==> config.mk <==
export PLATFORM = sky130hd
export DESIGN_NAME = median5_setpoint_filter_unit
export DESIGN_NICKNAME = d
export VERILOG_FILES = /design/src/m5sf_pkg.sv /design/src/m5sf_sort.sv /design/src/median5_setpoint_filter_unit.sv
export VERILOG_INCLUDE_DIRS = /design/src /design/src/src
export SDC_FILE = /design/constraint.sdc
export NUM_CORES = 1
export LEC_CHECK = 0
export BUFFER_PORTS_ARGS = -buffer_cell sky130_fd_sc_hd__clkbuf_2
export CORE_MARGIN = 2
export CORE_UTILIZATION = 50
export DETAILED_ROUTE_END_ITERATION = 6
export PLACE_DENSITY_LB_ADDON = 0.12
export SLEW_MARGIN = 5
export SYNTH_ARGS = -nofsm -noshare
export SYNTH_HDL_FRONTEND = slang
export SYNTH_SLANG_ARGS = --single-unit
==> constraint.sdc <==
create_clock -name clock -period 4.4 [get_ports clock]
set_input_delay 0.22 -clock clock [delete_from_list [all_inputs] [get_ports clock]]
set_output_delay 0.22 -clock clock [all_outputs]
set_load 0.05 [all_outputs]
==> src/median5_setpoint_filter_unit_defines.svh <==
// assertion macros for the median-of-five setpoint filter
// no dependencies; included by the modules that carry assertions
`ifndef MEDIAN5_SETPOINT_FILTER_UNIT_DEFINES_SVH
`define MEDIAN5_SETPOINT_FILTER_UNIT_DEFINES_SVH

// same-cycle implication, disabled during reset
`define M5SF_ASSERT_NOW(label, clk, rst, ante, cons, msg) \
   label: assert property (@(posedge clk) disable iff (rst) (ante) |-> (cons)) else $error(msg);

// next-cycle implication, disabled during reset
`define M5SF_ASSERT_NEXT(label, clk, rst, ante, cons, msg) \
   label: assert property (@(posedge clk) disable iff (rst) (ante) |=> (cons)) else $error(msg);

`endif

==> src/m5sf_pkg.sv <==
// types, constants and scaling tables for the median-of-five setpoint filter
// no dependencies; imported by m5sf_sort and median5_setpoint_filter_unit
`timescale 1ns / 1ps

package m5sf_pkg;

   localparam int WINDOW_LEN = 5;
   localparam int SAMPLE_W   = 8;
   localparam int PWM_W      = 10;
   localparam int RPM_W      = 12;
   localparam int SLOT_W     = 3;
   localparam int MED_IDX    = WINDOW_LEN / 2;
   localparam int LUT_DEPTH  = 2 ** SAMPLE_W;

   localparam int PWM_NUM  = 24;
   localparam int PWM_DEN  = 10;
   localparam int RPM_BASE = 650;
   localparam int RPM_NUM  = 107843;
   localparam int RPM_DEN  = 10000;

   typedef logic [SAMPLE_W-1:0] sample_type;
   typedef logic [PWM_W-1:0]    pwm_type;
   typedef logic [RPM_W-1:0]    rpm_type;
   typedef logic [SLOT_W-1:0]   slot_type;
   typedef logic [WINDOW_LEN-1:0][SAMPLE_W-1:0] window_type;

   // sorter passes and ring positions
   typedef logic [1:0] pass_type;
   typedef logic [2:0] pos_type;
   localparam pass_type PASS_LAST = pass_type'(MED_IDX);
   localparam pos_type  POS_LAST  = pos_type'(WINDOW_LEN - 1);

   typedef struct packed {
      logic start;
   } sort_ctrl_type;

   typedef struct packed {
      logic busy;
      logic done;
   } sort_stat_type;

   typedef pwm_type pwm_lut_type [LUT_DEPTH];
   typedef rpm_type rpm_lut_type [LUT_DEPTH];

   function automatic pwm_lut_type build_pwm_lut();
      pwm_lut_type lut;
      for (int i = 0; i < LUT_DEPTH; i++) begin
         lut[i] = pwm_type'((i * PWM_NUM) / PWM_DEN);
      end
      return lut;
   endfunction

   function automatic rpm_lut_type build_rpm_lut();
      rpm_lut_type lut;
      for (int i = 0; i < LUT_DEPTH; i++) begin
         lut[i] = rpm_type'(RPM_BASE + (i * RPM_NUM) / RPM_DEN);
      end
      return lut;
   endfunction

   localparam pwm_lut_type PWM_LUT = build_pwm_lut();
   localparam rpm_lut_type RPM_LUT = build_rpm_lut();

endpackage

==> src/m5sf_sort.sv <==
// iterative median finder: five-entry ring with one shared compare-swap unit
// depends on m5sf_pkg and median5_setpoint_filter_unit_defines.svh
`timescale 1ns / 1ps
`include "median5_setpoint_filter_unit_defines.svh"

module m5sf_sort
   import m5sf_pkg::*;
(
   input  logic          clock,
   input  logic          reset,
   input  sort_ctrl_type sort_ctrl,
   input  window_type    window,
   output sort_stat_type sort_stat,
   output sample_type    median
);

   window_type ring_ff, ring_in;
   pass_type   pass_ff, pass_in;
   pos_type    pos_ff, pos_in;
   logic       busy_ff, busy_in;
   logic       done_ff, done_in;

   logic       cmp_en;
   sample_type lo_val;
   sample_type hi_val;
   logic       a_gt_b;

   // compare-swap at ring slots 0 and 1 while the position is below the pass limit, then rotate by one
   assign cmp_en = pos_ff < (POS_LAST - pos_type'(pass_ff));
   assign a_gt_b = ring_ff[0] > ring_ff[1];
   assign lo_val = (cmp_en && a_gt_b) ? ring_ff[1] : ring_ff[0];
   assign hi_val = (cmp_en && a_gt_b) ? ring_ff[0] : ring_ff[1];

   always_comb begin
      ring_in = ring_ff;
      pass_in = pass_ff;
      pos_in  = pos_ff;
      busy_in = busy_ff;
      done_in = 1'b0;
      if (sort_ctrl.start) begin
         ring_in = window;
         pass_in = '0;
         pos_in  = '0;
         busy_in = 1'b1;
      end else if (busy_ff) begin
         for (int i = 0; i < WINDOW_LEN - 2; i++) begin
            ring_in[i + 1] = ring_ff[i + 2];
         end
         ring_in[0]              = hi_val;
         ring_in[WINDOW_LEN - 1] = lo_val;
         if (pos_ff == POS_LAST) begin
            pos_in  = '0;
            pass_in = pass_ff + pass_type'(1);
            if (pass_ff == PASS_LAST) begin
               busy_in = 1'b0;
               done_in = 1'b1;
            end
         end else begin
            pos_in = pos_ff + pos_type'(1);
         end
      end
   end

   always_ff @(posedge clock) begin
      ring_ff <= ring_in;
      pass_ff <= pass_in;
      pos_ff  <= pos_in;
      if (reset) begin
         busy_ff <= 1'b0;
         done_ff <= 1'b0;
      end else begin
         busy_ff <= busy_in;
         done_ff <= done_in;
      end
   end

   assign sort_stat.busy = busy_ff;
   assign sort_stat.done = done_ff;
   assign median         = ring_ff[MED_IDX];

   `M5SF_ASSERT_NOW(a_done_not_busy, clock, reset, done_ff, !busy_ff, "sort done while busy")
   `M5SF_ASSERT_NOW(a_count_range, clock, reset, busy_ff, (pass_ff <= PASS_LAST) && (pos_ff <= POS_LAST), "sort counters out of range")
   `M5SF_ASSERT_NEXT(a_start_runs, clock, reset, sort_ctrl.start, busy_ff && (pass_ff == '0) && (pos_ff == '0), "sort did not start")

endmodule

==> src/median5_setpoint_filter_unit.sv <==
// running median-of-five setpoint filter, top level
// depends on m5sf_pkg, m5sf_sort and median5_setpoint_filter_unit_defines.svh
// result: valid in the cycle after accept when the sample equals the held median,
//    otherwise after 15 ring steps of the shared compare-swap unit, the sort done flag and the update
// flow: a new sample is accepted only in idle, after the previous result has been taken with rsp_ready
// reset: synchronous; window, slot, median, pwm and setpoint registers clear to zero
`timescale 1ns / 1ps
`include "median5_setpoint_filter_unit_defines.svh"

module median5_setpoint_filter_unit
   import m5sf_pkg::*;
(
   input  logic       clock,
   input  logic       reset,
   input  logic       req_valid,
   output logic       req_ready,
   input  sample_type req_pot_sample,
   output logic       rsp_valid,
   input  logic       rsp_ready,
   output sample_type rsp_median_value,
   output pwm_type    rsp_pwm_compare,
   output rpm_type    rsp_rpm_setpoint,
   output logic       rsp_median_changed
);

   typedef enum logic [1:0] {
      ST_IDLE,
      ST_SORT,
      ST_RESPOND
   } state_type;

   state_type     state_ff, state_in;
   window_type    window_ff, window_in;
   slot_type      slot_ff, slot_in;
   sample_type    held_ff, held_in;
   pwm_type       pwm_ff, pwm_in;
   rpm_type       setpoint_ff, setpoint_in;
   logic          changed_ff, changed_in;

   slot_type      slot_idx;
   slot_type      slot_next;
   window_type    new_window;
   sort_ctrl_type sort_ctrl;
   sort_stat_type sort_stat;
   sample_type    sort_median;

   always_comb begin
      slot_idx = (slot_ff < slot_type'(WINDOW_LEN)) ? slot_ff : '0;
      slot_next = (slot_idx == slot_type'(WINDOW_LEN - 1)) ? '0 : slot_idx + slot_type'(1);
      new_window = window_ff;
      new_window[slot_idx] = req_pot_sample;
   end

   always_comb begin
      state_in        = state_ff;
      window_in       = window_ff;
      slot_in         = slot_ff;
      held_in         = held_ff;
      pwm_in          = pwm_ff;
      setpoint_in     = setpoint_ff;
      changed_in      = changed_ff;
      sort_ctrl.start = 1'b0;
      unique case (state_ff)
         ST_IDLE: begin
            if (req_valid) begin
               window_in = new_window;
               slot_in   = slot_next;
               if (req_pot_sample == held_ff) begin
                  changed_in = 1'b0;
                  state_in   = ST_RESPOND;
               end else begin
                  sort_ctrl.start = 1'b1;
                  state_in        = ST_SORT;
               end
            end
         end
         ST_SORT: begin
            if (sort_stat.done) begin
               changed_in  = sort_median != held_ff;
               held_in     = sort_median;
               setpoint_in = RPM_LUT[sort_median];
               if (sort_median != held_ff) begin
                  pwm_in = PWM_LUT[sort_median];
               end
               state_in = ST_RESPOND;
            end
         end
         ST_RESPOND: begin
            if (rsp_ready) begin
               state_in = ST_IDLE;
            end
         end
         default: begin
            state_in = ST_IDLE;
         end
      endcase
   end

   always_ff @(posedge clock) begin
      if (reset) begin
         state_ff    <= ST_IDLE;
         window_ff   <= '0;
         slot_ff     <= '0;
         held_ff     <= '0;
         pwm_ff      <= '0;
         setpoint_ff <= '0;
         changed_ff  <= 1'b0;
      end else begin
         state_ff    <= state_in;
         window_ff   <= window_in;
         slot_ff     <= slot_in;
         held_ff     <= held_in;
         pwm_ff      <= pwm_in;
         setpoint_ff <= setpoint_in;
         changed_ff  <= changed_in;
      end
   end

   m5sf_sort u_sort (
      .clock     (clock),
      .reset     (reset),
      .sort_ctrl (sort_ctrl),
      .window    (new_window),
      .sort_stat (sort_stat),
      .median    (sort_median)
   );

   assign req_ready          = state_ff == ST_IDLE;
   assign rsp_valid          = state_ff == ST_RESPOND;
   assign rsp_median_value   = held_ff;
   assign rsp_pwm_compare    = pwm_ff;
   assign rsp_rpm_setpoint   = setpoint_ff;
   assign rsp_median_changed = changed_ff;

   `M5SF_ASSERT_NOW(a_no_overlap, clock, reset, rsp_valid, !req_ready, "accepting while a result is pending")
   `M5SF_ASSERT_NOW(a_slot_range, clock, reset, 1'b1, slot_ff < slot_type'(WINDOW_LEN), "write slot out of range")
   `M5SF_ASSERT_NOW(a_start_idle, clock, reset, sort_ctrl.start, !sort_stat.busy, "sort started while busy")
   `M5SF_ASSERT_NEXT(a_equal_fast, clock, reset, req_valid && req_ready && (req_pot_sample == held_ff), rsp_valid && !rsp_median_changed, "equal sample did not bypass the sort")
   `M5SF_ASSERT_NOW(a_pwm_match, clock, reset, rsp_valid && rsp_median_changed, rsp_pwm_compare == PWM_LUT[held_ff], "pwm compare does not follow median")

endmodule
==> results of run 1 <==
[state kept, by name (all words and copies together) (netlist names)]
register and flops:
u_sort.pos_ff 3, rsp_rpm_setpoint 12, rsp_median_changed 1, u_sort.pass_ff 2, u_sort.ring_ff 32, rsp_pwm_compare 10, rsp_median_value 8, u_sort.done_ff 1
u_sort.median 8, u_sort.busy_ff 1, state_ff 2, window_ff 40, slot_ff 3
[worst register-to-register path, stage by stage, from the launching register on]
cell and delay [ns]:
edfxtp_1 0.47, inv_1 0.18, ha_1 0.67, or2_1 0.23, a21o_1 0.13, a32oi_1 0.11, a211oi_2 0.42, a21oi_2 0.10
a2111oi_0 0.63, o41ai_1 0.15
[layout make-up]
type	count	area [sq um]	share of cell area (%)
Sequential cell	123	2860	25.3
Inverter	33	126	1.12
Clock inverter	11	93.8	0.829
Tap cell	275	344	3.04
Multi-Input combinational cell	1118	6910	61.0
Clock buffer	21	504	4.45
Timing Repair Buffer	74	483	4.27
[stage by stage]
stage	instance area, sq um	instances	hold WS [ns]	worst slack, ns
CTS	11300	1655	0.0437	1.19
global placement	10700	1623	0.441	1.20
floorplan	10700	1425	0.402	1.47
detailed placement	10700	1623	0.446	1.19
global route	11300	1655	0.0593	0.890
finish	11300	1655	0.0585	1.20
[per-layer routing]
metal / up-vias / wire length (um) / track usage (%)
li1: 5138 / - / -
met1: 5128 / 15500 / 45.2
met2: 681 / 16700 / 50.7
met3: 146 / 3880 / 7.33
met4: 2 / 1700 / 14.8
met5: - / 10 / 0
[power by group through the flow]
stage | clock network [uW] | registers (uW) | logic [uW]
global placement | 0 | 1370 | 2040
detailed placement | 0 | 1380 | 2040
finish | 1460 | 1360 | 2120
global route | 1510 | 1370 | 2270
CTS | 1470 | 1350 | 2050
floorplan | 0 | 1350 | 1610
[how the worst min path moves through the flow]
stage | endpoint | slack (ns) | cells past startpoint | startpoint
global placement | rsp_rpm_setpoint[11] | 0.44 | 2 | rsp_rpm_setpoint[11]
floorplan | state_ff[1] | 0.40 | 2 | rsp_ready
global route | state_ff[1] | 0.06 | 3 | rsp_ready
detailed placement | window_ff[14] | 0.45 | 2 | window_ff[14]
finish | state_ff[1] | 0.06 | 3 | rsp_ready
CTS | state_ff[1] | 0.04 | 3 | rsp_ready
[placed cells by master, fill, tap and decap left out, drive strengths merged, types with 31 or more instances in the layout]
cell type / netlist / routed
nor2: 112 / 112
edfxtp: 40 / 40
o211ai: 37 / 37
nand2b: 34 / 34
dfxtp: 83 / 83
mux2i: 60 / 60
nand2: 189 / 189
inv: 32 / 39
nand3: 42 / 42
clkbuf: 63 / 64
buf: 88 / 31
nor3: 38 / 38
o21ai: 127 / 127
a21oi: 159 / 159
[logic make-up after synthesis]
group,after synthesis
AO/OA/AOI/OAI,508
AND/OR/NAND/NOR,493
buffers and inverters,184
flip-flops,123
multiplexers,67
adder cells (fa/ha/maj),27
XOR/XNOR,23
==> impl_results.md, run 1 <==
- Status: finished, final reports clean
- Setup TNS: 0 ns
- Multiplexer area fraction after synthesis: 6.89%
- Top delay family on crit path: compound AO/OA/AOI/OAI gates
- Synth top area share: 15.6%
- Clock network power share: between 20% and 30%
- Worst r2r dst: rsp_pwm_compare[1]
- DPL Wire Length: 24800 um
- Post-synthesis xor/xnor area fraction: between 1.5 and 2%
- Clock Latency Late Sink: 0.43 ns
- Area Growth Syn to Fin: 6.06%
- # Post-CTS Setup Buffers: 0
- PwrDens: 436 nW/um^2
- # fillers: 2085
- Vias: 11100
- Final-report max-slew violation count: 0
- Compound-gate portion of the synthesized area: 30.8%
- Cells on worst reg2reg path: 9
- Grt ovf: 0
- CTS tree: yes
- Crit. path cell count: 9
- CP cell instances: inv_1 > ha_1 > or2_1 > a21o_1 > a32oi_1 > a211oi_2 > a21oi_2 > a2111oi_0 > o41ai_1
- Final worst path period share: 72.8%
- Worst slew pin tran: about 1.2 ns
- Clock root cell: clkbuf_16
- Period minus WS final: 3.20 ns
- H-Tree Depth: 4
- Initial DRC Count: 1281
- Power Total: 4940 uW
- Syn. warnings: 0
- Clock Sinks: 123
- Hold WC Path Type: in -> reg
- Most common cell in the netlist: nand2_1
- CP Launch Type: flop
- Mapped Avg Cell Area: approximately 7.5 sq um
- GRT Util Overall: 33.3%
- Peak supply drop: 0.246 mV
- Slowest-stage cell, CP: ha_1
- Average wire per standard cell: between 20 and 25 um
- # rows: 53
- CTS Buffer Depth: 2
- Largest area contributor in the netlist: dfxtp_1
- Vias per cell: about 6.7
- Seq/Total Area, Yosys: 26.8%
- Primary FF master, synth: dfxtp_1
- Drt pass-1 iters: 7
- Antenna violations before repair: 1
- PortBufs: 44
- Logic gate share of total power: 42.9%
- Worst Setup Path Type: reg -> reg
- Netlist cell types: 91
- Clock Skew: 0.0203 ns
- Final nets: between 1000 and 1500
- Fraction of layout cells with a size suffix above 1: a little under an eighth
- Overall die area: 22500 sq um
- CP bufs+invs: 1
- Endpoints failing setup: 0
- Post-DRT Antenna Nets: 0
- R2R Setup Slk: 1.20 ns
- Starting Density: 50.9%
- Asr flop ratio synth: 0%
- Unrepaired setup endpoints after global routing: no
- Cells after Synth: 1425
- Synth Area in Adders: 3.16%
- Largest family of logic cells by synthesized area: compound AO/OA/AOI/OAI gates
- Pin count of the biggest net entering global routing: 160
- MaxCap Viol Count: 0
- Fmax: ~0.31 GHz
- CP Launch Point: u_sort.median[0]
- Mapped cell area: 10700 sq um
- Reg power frac: between 20% and 30%
- Final hold vios: 0
- CP endpoint kind: flop
- CP endpoint: rsp_pwm_compare[1]
- Die Wd: 150 um
- Residual DRC count: 0
- Worst slew margin: 15.9%
- CTS Buf Count: 17
- WP data arrival: 3.50 ns
- Post-Syn Nets: roughly 1500
- First-pass GRT wire length: 58000 um
- Flops & latches, synth: 123
- Sw frac: 42.9%
- EDFF count, synth: 40
- Reg-to-reg critical path startpoint: u_sort.median[0]
- Worst-path clk slew: about 0.08 ns
- CP required: 4.70 ns
- Post-cts resize count: 0
- Core Area: about 21000 sq um
- RD Place Congestion: 0.990
- Hold Buf Count CTS: 0
- Crit-path max cell delay: 0.67 ns
- P_int: 2820 uW
- Die Ht: 150 um
- I/O pin cnt: 45
- CP Max Fanout: 17
- Number of global-route vias before repair: 9857
- Top cells by area, synth: dfxtp_1, edfxtp_1, a21oi_1, nand2_1, mux2i_1
- Switching pwr: 2120 uW
- Leak pwr: 0.00405 uW
- Post-synth top cells: nand2_1, a21oi_1, o21ai_0
- DRT Wirelength: 37800 um
- Synth Area in Simple Gates: 21.8%
- Final core utilization: 54.0%
- N_diodes: 0
Note: power is estimated with default switching activity, not from simulation.
==> run 2, diff against run 1 <==
clock period = 2.6 ns   (was 4.4 ns; I/O delays follow)
==> impl_results.md, run 2 (synthesis results as in run 1) <==
- Status: finished, final reports clean (unchanged)
- Design Area, Final: 12500 sq um (was 11300 sq um)
- Final hold vios: 0 (unchanged)
- Die Wd: 150 um (unchanged)
- Crit-path max cell delay: 0.55 ns (was 0.67 ns)
- Fraction of layout cells with a size suffix above 1: 21.1% (was 11.4%)
- Unrepaired setup endpoints after global routing: yes (was no)
- CP Max Fanout: 7 (was 17)
- Clock Latency Late Sink: 0.44 ns (was 0.43 ns)
- Hold depth: 2 (was 3)
- Starting Density: 50.9% (unchanged)
- Post-DP Area: 11800 sq um (was 10700 sq um)
- Clock root cell: clkbuf_16 (unchanged)
- Initial DRC Count: 1197 (was 1281)
- Clock Skew: 0.0124 ns (was 0.0203 ns)
- DRT Wirelength: 40900 um (was 37800 um)
- CP cell instances: clkinvlp_4 > ha_4 > clkbuf_4 > nor2_4 > nor4_1 > a21oi_1 > a21boi_0 > o311ai_2 > a211oi_1 (was inv_1 > ha_1 > or2_1 > a21o_1 > a32oi_1 > a211oi_2 > a21oi_2 > a2111oi_0 > o41ai_1)
- DPL Wire Length: 29700 um (was 24800 um)
- Switching pwr: 3790 uW (was 2120 uW)
- Worst slew pin tran: 0.789 ns (was 1.25 ns)
- GRT Util Overall: 36.4% (was 33.3%)
- Clock network power share: 25.9% (was 29.6%)
- CTS Buf Count: 17 (unchanged)
- Average wire per standard cell: 23.0 um (was 22.8 um)
- Worst Setup Path Type: reg -> reg (unchanged)
- Vias per cell: 6.48 (was 6.70)
- RD Place Congestion: 1.01 (was 0.990)
- Clock Sinks: 123 (unchanged)
- Cells on worst reg2reg path: 9 (unchanged)
- Worst slew margin: 47.2% (was 15.9%)
- Reg power frac: 25.7% (was 27.5%)
- Placed Cells incl. Taps: 1741 (was 1623)
- Area Growth Syn to Fin: 16.9% (was 6.06%)
- Slowest-stage cell, CP: nor4_1 (was ha_1)
- Core Area: 21000 sq um (unchanged)
- Most common cell after layout, fill and taps aside: nand2_1 (unchanged)
- Fmax: 0.394 GHz (was 0.312 GHz)
- Hold WC Path Type: in -> reg (unchanged)
- Die Ht: 150 um (unchanged)
- Final nets: 1533 (was 1406)
- Endpoints failing setup: 0 (unchanged)
- PortBufs: 44 (unchanged)
- Antenna violations before repair: 0 (was 1)
- Worst r2r dst: rsp_rpm_setpoint[2] (was rsp_pwm_compare[1])
- Commonest cells after routing, fill and taps aside: nand2_1, a21oi_1, buf_4, o21ai_0, nor2_1 (was nand2_1, a21oi_1, o21ai_0, nor2_1, dfxtp_1)
- Logic gate share of total power: 48.3% (was 42.9%)
- N_diodes: 0 (unchanged)
- CTS Buffer Depth: 2 (unchanged)
- CP endpoint kind: flop (unchanged)
- CTS tree: yes (unchanged)
- CP Launch Type: flop (unchanged)
- WP data arrival: 2.89 ns (was 3.50 ns)
- Largest register FFs: 40 (unchanged)
- Power Total: 8840 uW (was 4940 uW)
- Vias: 11500 (was 11100)
- # rows: 53 (unchanged)
- Peak supply drop: 0.518 mV (was 0.246 mV)
- Period minus WS final: 2.54 ns (was 3.20 ns)
- Overall die area: 22500 sq um (unchanged)
- PwrDens: 708 nW/um^2 (was 436 nW/um^2)
- P_int: 5050 uW (was 2820 uW)
- Final-report max-slew violation count: 0 (unchanged)
- Top reg by flops: window_ff (unchanged)
- Leak pwr: 0.00467 uW (was 0.00405 uW)
- I/O pin cnt: 45 (unchanged)
- Final worst path period share: 97.5% (was 72.8%)
- Worst hold slack: 0.0262 ns (was 0.0585 ns)
- CP Launch Point: u_sort.median[1] (was u_sort.median[0])
- Reg-to-reg critical path startpoint: u_sort.median[1] (was u_sort.median[0])
- Worst-path clk slew: 0.07 ns (was 0.08 ns)
- Cell Count, Final, Fillers Out: 1782 (was 1655)
- First-pass GRT wire length: 63000 um (was 58000 um)
- MaxCap Viol Count: 0 (unchanged)
- Grt ovf: 0 (unchanged)
- Pin count of the biggest net entering global routing: 68 (was 160)
- Number of global-route vias before repair: 10700 (was 9857)
- H-Tree Depth: 4 (unchanged)
- Residual DRC count: 0 (unchanged)
- Sw frac: 42.8% (was 42.9%)
- CP endpoint: rsp_rpm_setpoint[2] (was rsp_pwm_compare[1])
- CP required: 2.95 ns (was 4.70 ns)
- Drt pass-1 iters: 6 (was 7)
- Post-DRT Antenna Nets: 0 (unchanged)
- R2R Setup Slk: 0.06 ns (was 1.20 ns)
==> run 2: cell count changes in the layout (fill, tap and decap cells not counted), moves of 4 or more <==
cell | before | now
buf_12 | 3 | 13
buf_4 | 27 | 141
clkinvlp_4 | 0 | 4
dfxtp_1 | 83 | 76
dfxtp_2 | 0 | 7
ha_1 | 27 | 21
ha_2 | 0 | 5
o21ai_0 | 116 | 111
o21ai_1 | 6 | 11
==> run 2: final cells by class <==
type	instances	area, sq um
Sequential cell	123	2870
Clock inverter	14	113
Timing Repair Buffer	201	1570
Multi-Input combinational cell	1118	7020
Fill cell	1971	8480
Inverter	33	134
Clock buffer	18	429
Tap cell	275	344
==> run 2: worst min path at each step <==
stage | startpoint | to | slack (ns)
3_5_place_dp | rsp_ready | state_ff[1] | 0.40
4_1_cts | reset | rsp_rpm_setpoint[10] | 0.02
2_1_floorplan | rsp_ready | state_ff[1] | 0.31
3_3_place_gp | rsp_ready | state_ff[1] | 0.40
6_report | reset | rsp_rpm_setpoint[10] | 0.03
5_1_grt | reset | rsp_rpm_setpoint[10] | 0.05
==> run 2: per-stage QoR <==
stage	setup TNS (ns)	setup WS, ns	util (%)
floorplan	0	0.00462	-
global placement	0	0.00737	56.1
detailed placement	0	0.0770	56.1
CTS	0	0.0593	58.8
global route	-0.0669	-0.0189	59.5
finish	0	0.0642	59.5
==> run 2: repair_timing <==
item / 4_1_cts / 5_1_grt
resized for setup: 0 / 31
hold buffers: 1 / 0
endpoints found under the setup margin: 0 / 21
hold endpoints to repair: 1 / 0
setup buffers: 0 / 8
==> run 2: routing by layer <==
layer  vias up  global-route usage (%)  share of wire (%)
met5         -                       0                  0
met4         0                    18.4                5.5
met2       613                    57.2                 45
met1      5401                    48.0                 41
li1       5393                       -                  -
met3       141                    6.70                8.5
==> run 2: critical path, delay by kind of cell (launching register included) <==
kind,cells,cell delay (ns)
AOI/OAI and AO/OA,4,0.72
and+or+nand+nor,2,0.64
DFF,1,0.39
buffers and inverters,2,0.39
adders and majority gates,1,0.31
==> run 2: power by group through the flow <==
stage          sequential [uW]  clock [uW]  combinational, uW
4_1_cts                   2270        2300               4020
6_report                  2280        2290               4270
3_5_place_dp              2310           0               4000
5_1_grt                   2290        2390               4560
3_3_place_gp              2310           0               4000
2_1_floorplan             2280           0               2740
==> run 3, diff against run 2 <==
SYNTH_HIERARCHICAL = 1   (was not set)
==> impl_results.md, run 3 <==
- Status: finished, final reports clean (unchanged)
- Final nets: 1423 (was 1533)
- Worst Setup Path Type: reg -> reg (unchanged)
- First-pass GRT wire length: 60700 um (was 63000 um)
- Slowest-stage cell, CP: edfxtp_1 (was nor4_1)
- GRT Util Overall: 35.3% (was 36.4%)
- Overall die area: 22600 sq um (was 22500 sq um)
- Dpl ws: 0.0721 ns (was 0.0770 ns)
- CTS Buffer Depth: 2 (unchanged)
- Top reg by flops: window_ff (unchanged)
- DRT Wirelength: 39800 um (was 40900 um)
- Die Ht: 150 um (about the same)
- Residual DRC count: 0 (unchanged)
- Reg power frac: 25.9% (was 25.7%)
- CP Launch Type: flop (unchanged)
- Final worst path period share: 98.1% (was 97.5%)
- Clock network power share: 27.2% (was 25.9%)
- N_diodes: 0 (unchanged)
- P_int: 5100 uW (was 5050 uW)
- Number of global-route vias before repair: 10200 (was 10700)
- Grt ovf: 0 (unchanged)
- Commonest cells after routing, fill and taps aside: nor2_1, buf_4, nand2_1, a21oi_1, dfxtp_1 (was nand2_1, a21oi_1, buf_4, o21ai_0, nor2_1)
- Most common cell after layout, fill and taps aside: nor2_1 (was nand2_1)
- Largest register FFs: 40 (unchanged)
- Starting Density: 50.8% (was 50.9%)
- Crit-path most repeated cell: buf_4
- Switching pwr: 3710 uW (was 3790 uW)
- Clock Sinks: 123 (unchanged)
- Peak supply drop: 0.475 mV (was 0.518 mV)
- Area Growth Syn to Fin: 15.8% (was 16.9%)
- Sw frac: 42.1% (was 42.8%)
- CTS Buf Count: 17 (unchanged)
- Clock Skew: 0.0176 ns (was 0.0124 ns)
- CP cell instances: buf_4 > ha_2 > nor2_1 > buf_4 > o21a_1 > o21ai_0 > buf_4 > o31ai_1 > nor4_1 > a311oi_1 (was clkinvlp_4 > ha_4 > clkbuf_4 > nor2_4 > nor4_1 > a21oi_1 > a21boi_0 > o311ai_2 > a211oi_1)
- CP required: 2.89 ns (was 2.95 ns)
- PwrDens: 712 nW/um^2 (was 708 nW/um^2)
- Final hold vios: 0 (unchanged)
- Final-report max-slew violation count: 0 (unchanged)
- Leak pwr: 0.00484 uW (was 0.00467 uW)
- Mapped cell area: 10700 sq um (about the same)
- Vias per cell: 6.56 (was 6.48)
- Worst slew pin tran: 0.777 ns (was 0.789 ns)
- Final core utilization: 58.9% (was 59.5%)
- Pin count of the biggest net entering global routing: 78 (was 68)
- Drt pass-1 iters: 6 (unchanged)
- Clock Latency Late Sink: 0.43 ns (was 0.44 ns)
- CP Max Fanout: 13 (was 7)
- Unrepaired setup endpoints after global routing: yes (unchanged)
- Fraction of layout cells with a size suffix above 1: 24.0% (was 21.1%)
- MaxCap Viol Count: 0 (unchanged)
- Hold WC Path Type: in -> reg (unchanged)
- WP data arrival: 2.84 ns (was 2.89 ns)
- I/O pin cnt: 45 (unchanged)
- Crit-path max cell delay: 0.50 ns (was 0.55 ns)
- Syn. warnings: 6 (was 0)
- CTS tree: yes (unchanged)
- Worst-path clk slew: 0.06 ns (was 0.07 ns)
- Post-DRT Antenna Nets: 0 (unchanged)
- Cells after Synth: 1322 (was 1425)
- Setup ws final: 0.0505 ns (was 0.0642 ns)
- Endpoints failing setup: 0 (unchanged)
- DPL Wire Length: 28300 um (was 29700 um)
- H-Tree Depth: 4 (unchanged)
- Logic gate share of total power: 46.9% (was 48.3%)
- Initial DRC Count: 1210 (was 1197)
- Hold Buf Count CTS: 0 (was 1)
- Mapped Avg Cell Area: 8.08 sq um (was 7.49 sq um)
- Period minus WS final: 2.55 ns (was 2.54 ns)
- Antenna violations before repair: 0 (unchanged)
- CP endpoint kind: flop (unchanged)
- # rows: 53 (unchanged)
- Worst slew margin: 48.2% (was 47.2%)
- RD Place Congestion: 0.994 (was 1.01)
- Die Wd: 150 um (about the same)
- Core Area: 21000 sq um (about the same)
- Average wire per standard cell: 23.8 um (was 23.0 um)
- Fmax: 0.392 GHz (was 0.394 GHz)
- PortBufs: 44 (unchanged)
- Post-Syn Nets: 1362 (was 1464)
- Vias: 11000 (was 11500)
- Clock root cell: clkbuf_16 (unchanged)
==> run 3: stage by stage <==
| stage | TNS, ns | hold slack (ns) | instance area [sq um] | instances | total power [uW] |
|---|---|---|---|---|---|
| finish | 0 | 0.0698 | 12400 | 1671 | 8810 |
| CTS | 0 | 0.0520 | 12300 | 1669 | 8670 |
| global placement | -0.0219 | 0.444 | 11700 | 1637 | 6290 |
| detailed placement | 0 | 0.448 | 11700 | 1637 | 6270 |
| floorplan | 0 | 0.202 | 10700 | 1322 | 4950 |
| global route | -0.0689 | 0.0424 | 12400 | 1671 | 9170 |
==> run 3: layout make-up <==
type                       count  area [sq um]
clock inverter                15           150
tap                          275           344
sequential                   123          2860
inverter                      36           140
clock buffer                  17           425
fill                        1899          8650
timing repair buffer         180          1370
multi-input combinational   1025          7080
==> run 3: power by group through the flow <==
stage               logic, uW  registers, uW  clock network, uW
CTS                      3980           2270               2420
finish                   4130           2280               2400
global placement         3980           2310                  0
floorplan                2690           2260                  0
global route             4380           2290               2490
detailed placement       3960           2320                  0
==> run 3: path summary, 6_finish.rpt <==
path | startpoint | end | slack, ns | cells past startpoint
worst max-delay path | u_sort/median[0] | rsp_rpm_setpoint[0] | 0.05 | 10
worst min-delay path | reset | rsp_rpm_setpoint[6] | 0.07 | 2
worst max register to register | u_sort/median[0] | rsp_rpm_setpoint[0] | 0.05 | 10
worst min register to register | rsp_rpm_setpoint[9] | rsp_rpm_setpoint[9] | 0.45 | 2
==> run 3: what timing repair did <==
action,in CTS,in global routing
setup endpoints to repair,0,15
resized for setup,0,17
setup buffers,0,2
==> run 3: worst max-delay path: cells and delay by family, from the launching register on <==
| kind | cells | cell delay (ns) |
|---|---|---|
| buffers and inverters | 3 | 0.63 |
| AOI/OAI and AO/OA | 4 | 0.62 |
| DFF | 1 | 0.50 |
| and+or+nand+nor | 2 | 0.37 |
| adders and majority gates | 1 | 0.29 |
==> run 3: per-layer routing <==
metal,track usage [%],vias up,part of all wire (%)
met1,47.2,5214,41
met2,55.5,595,45
met5,0,-,0
met3,5.85,137,8.6
met4,17.4,0,5.3
li1,-,5018,-
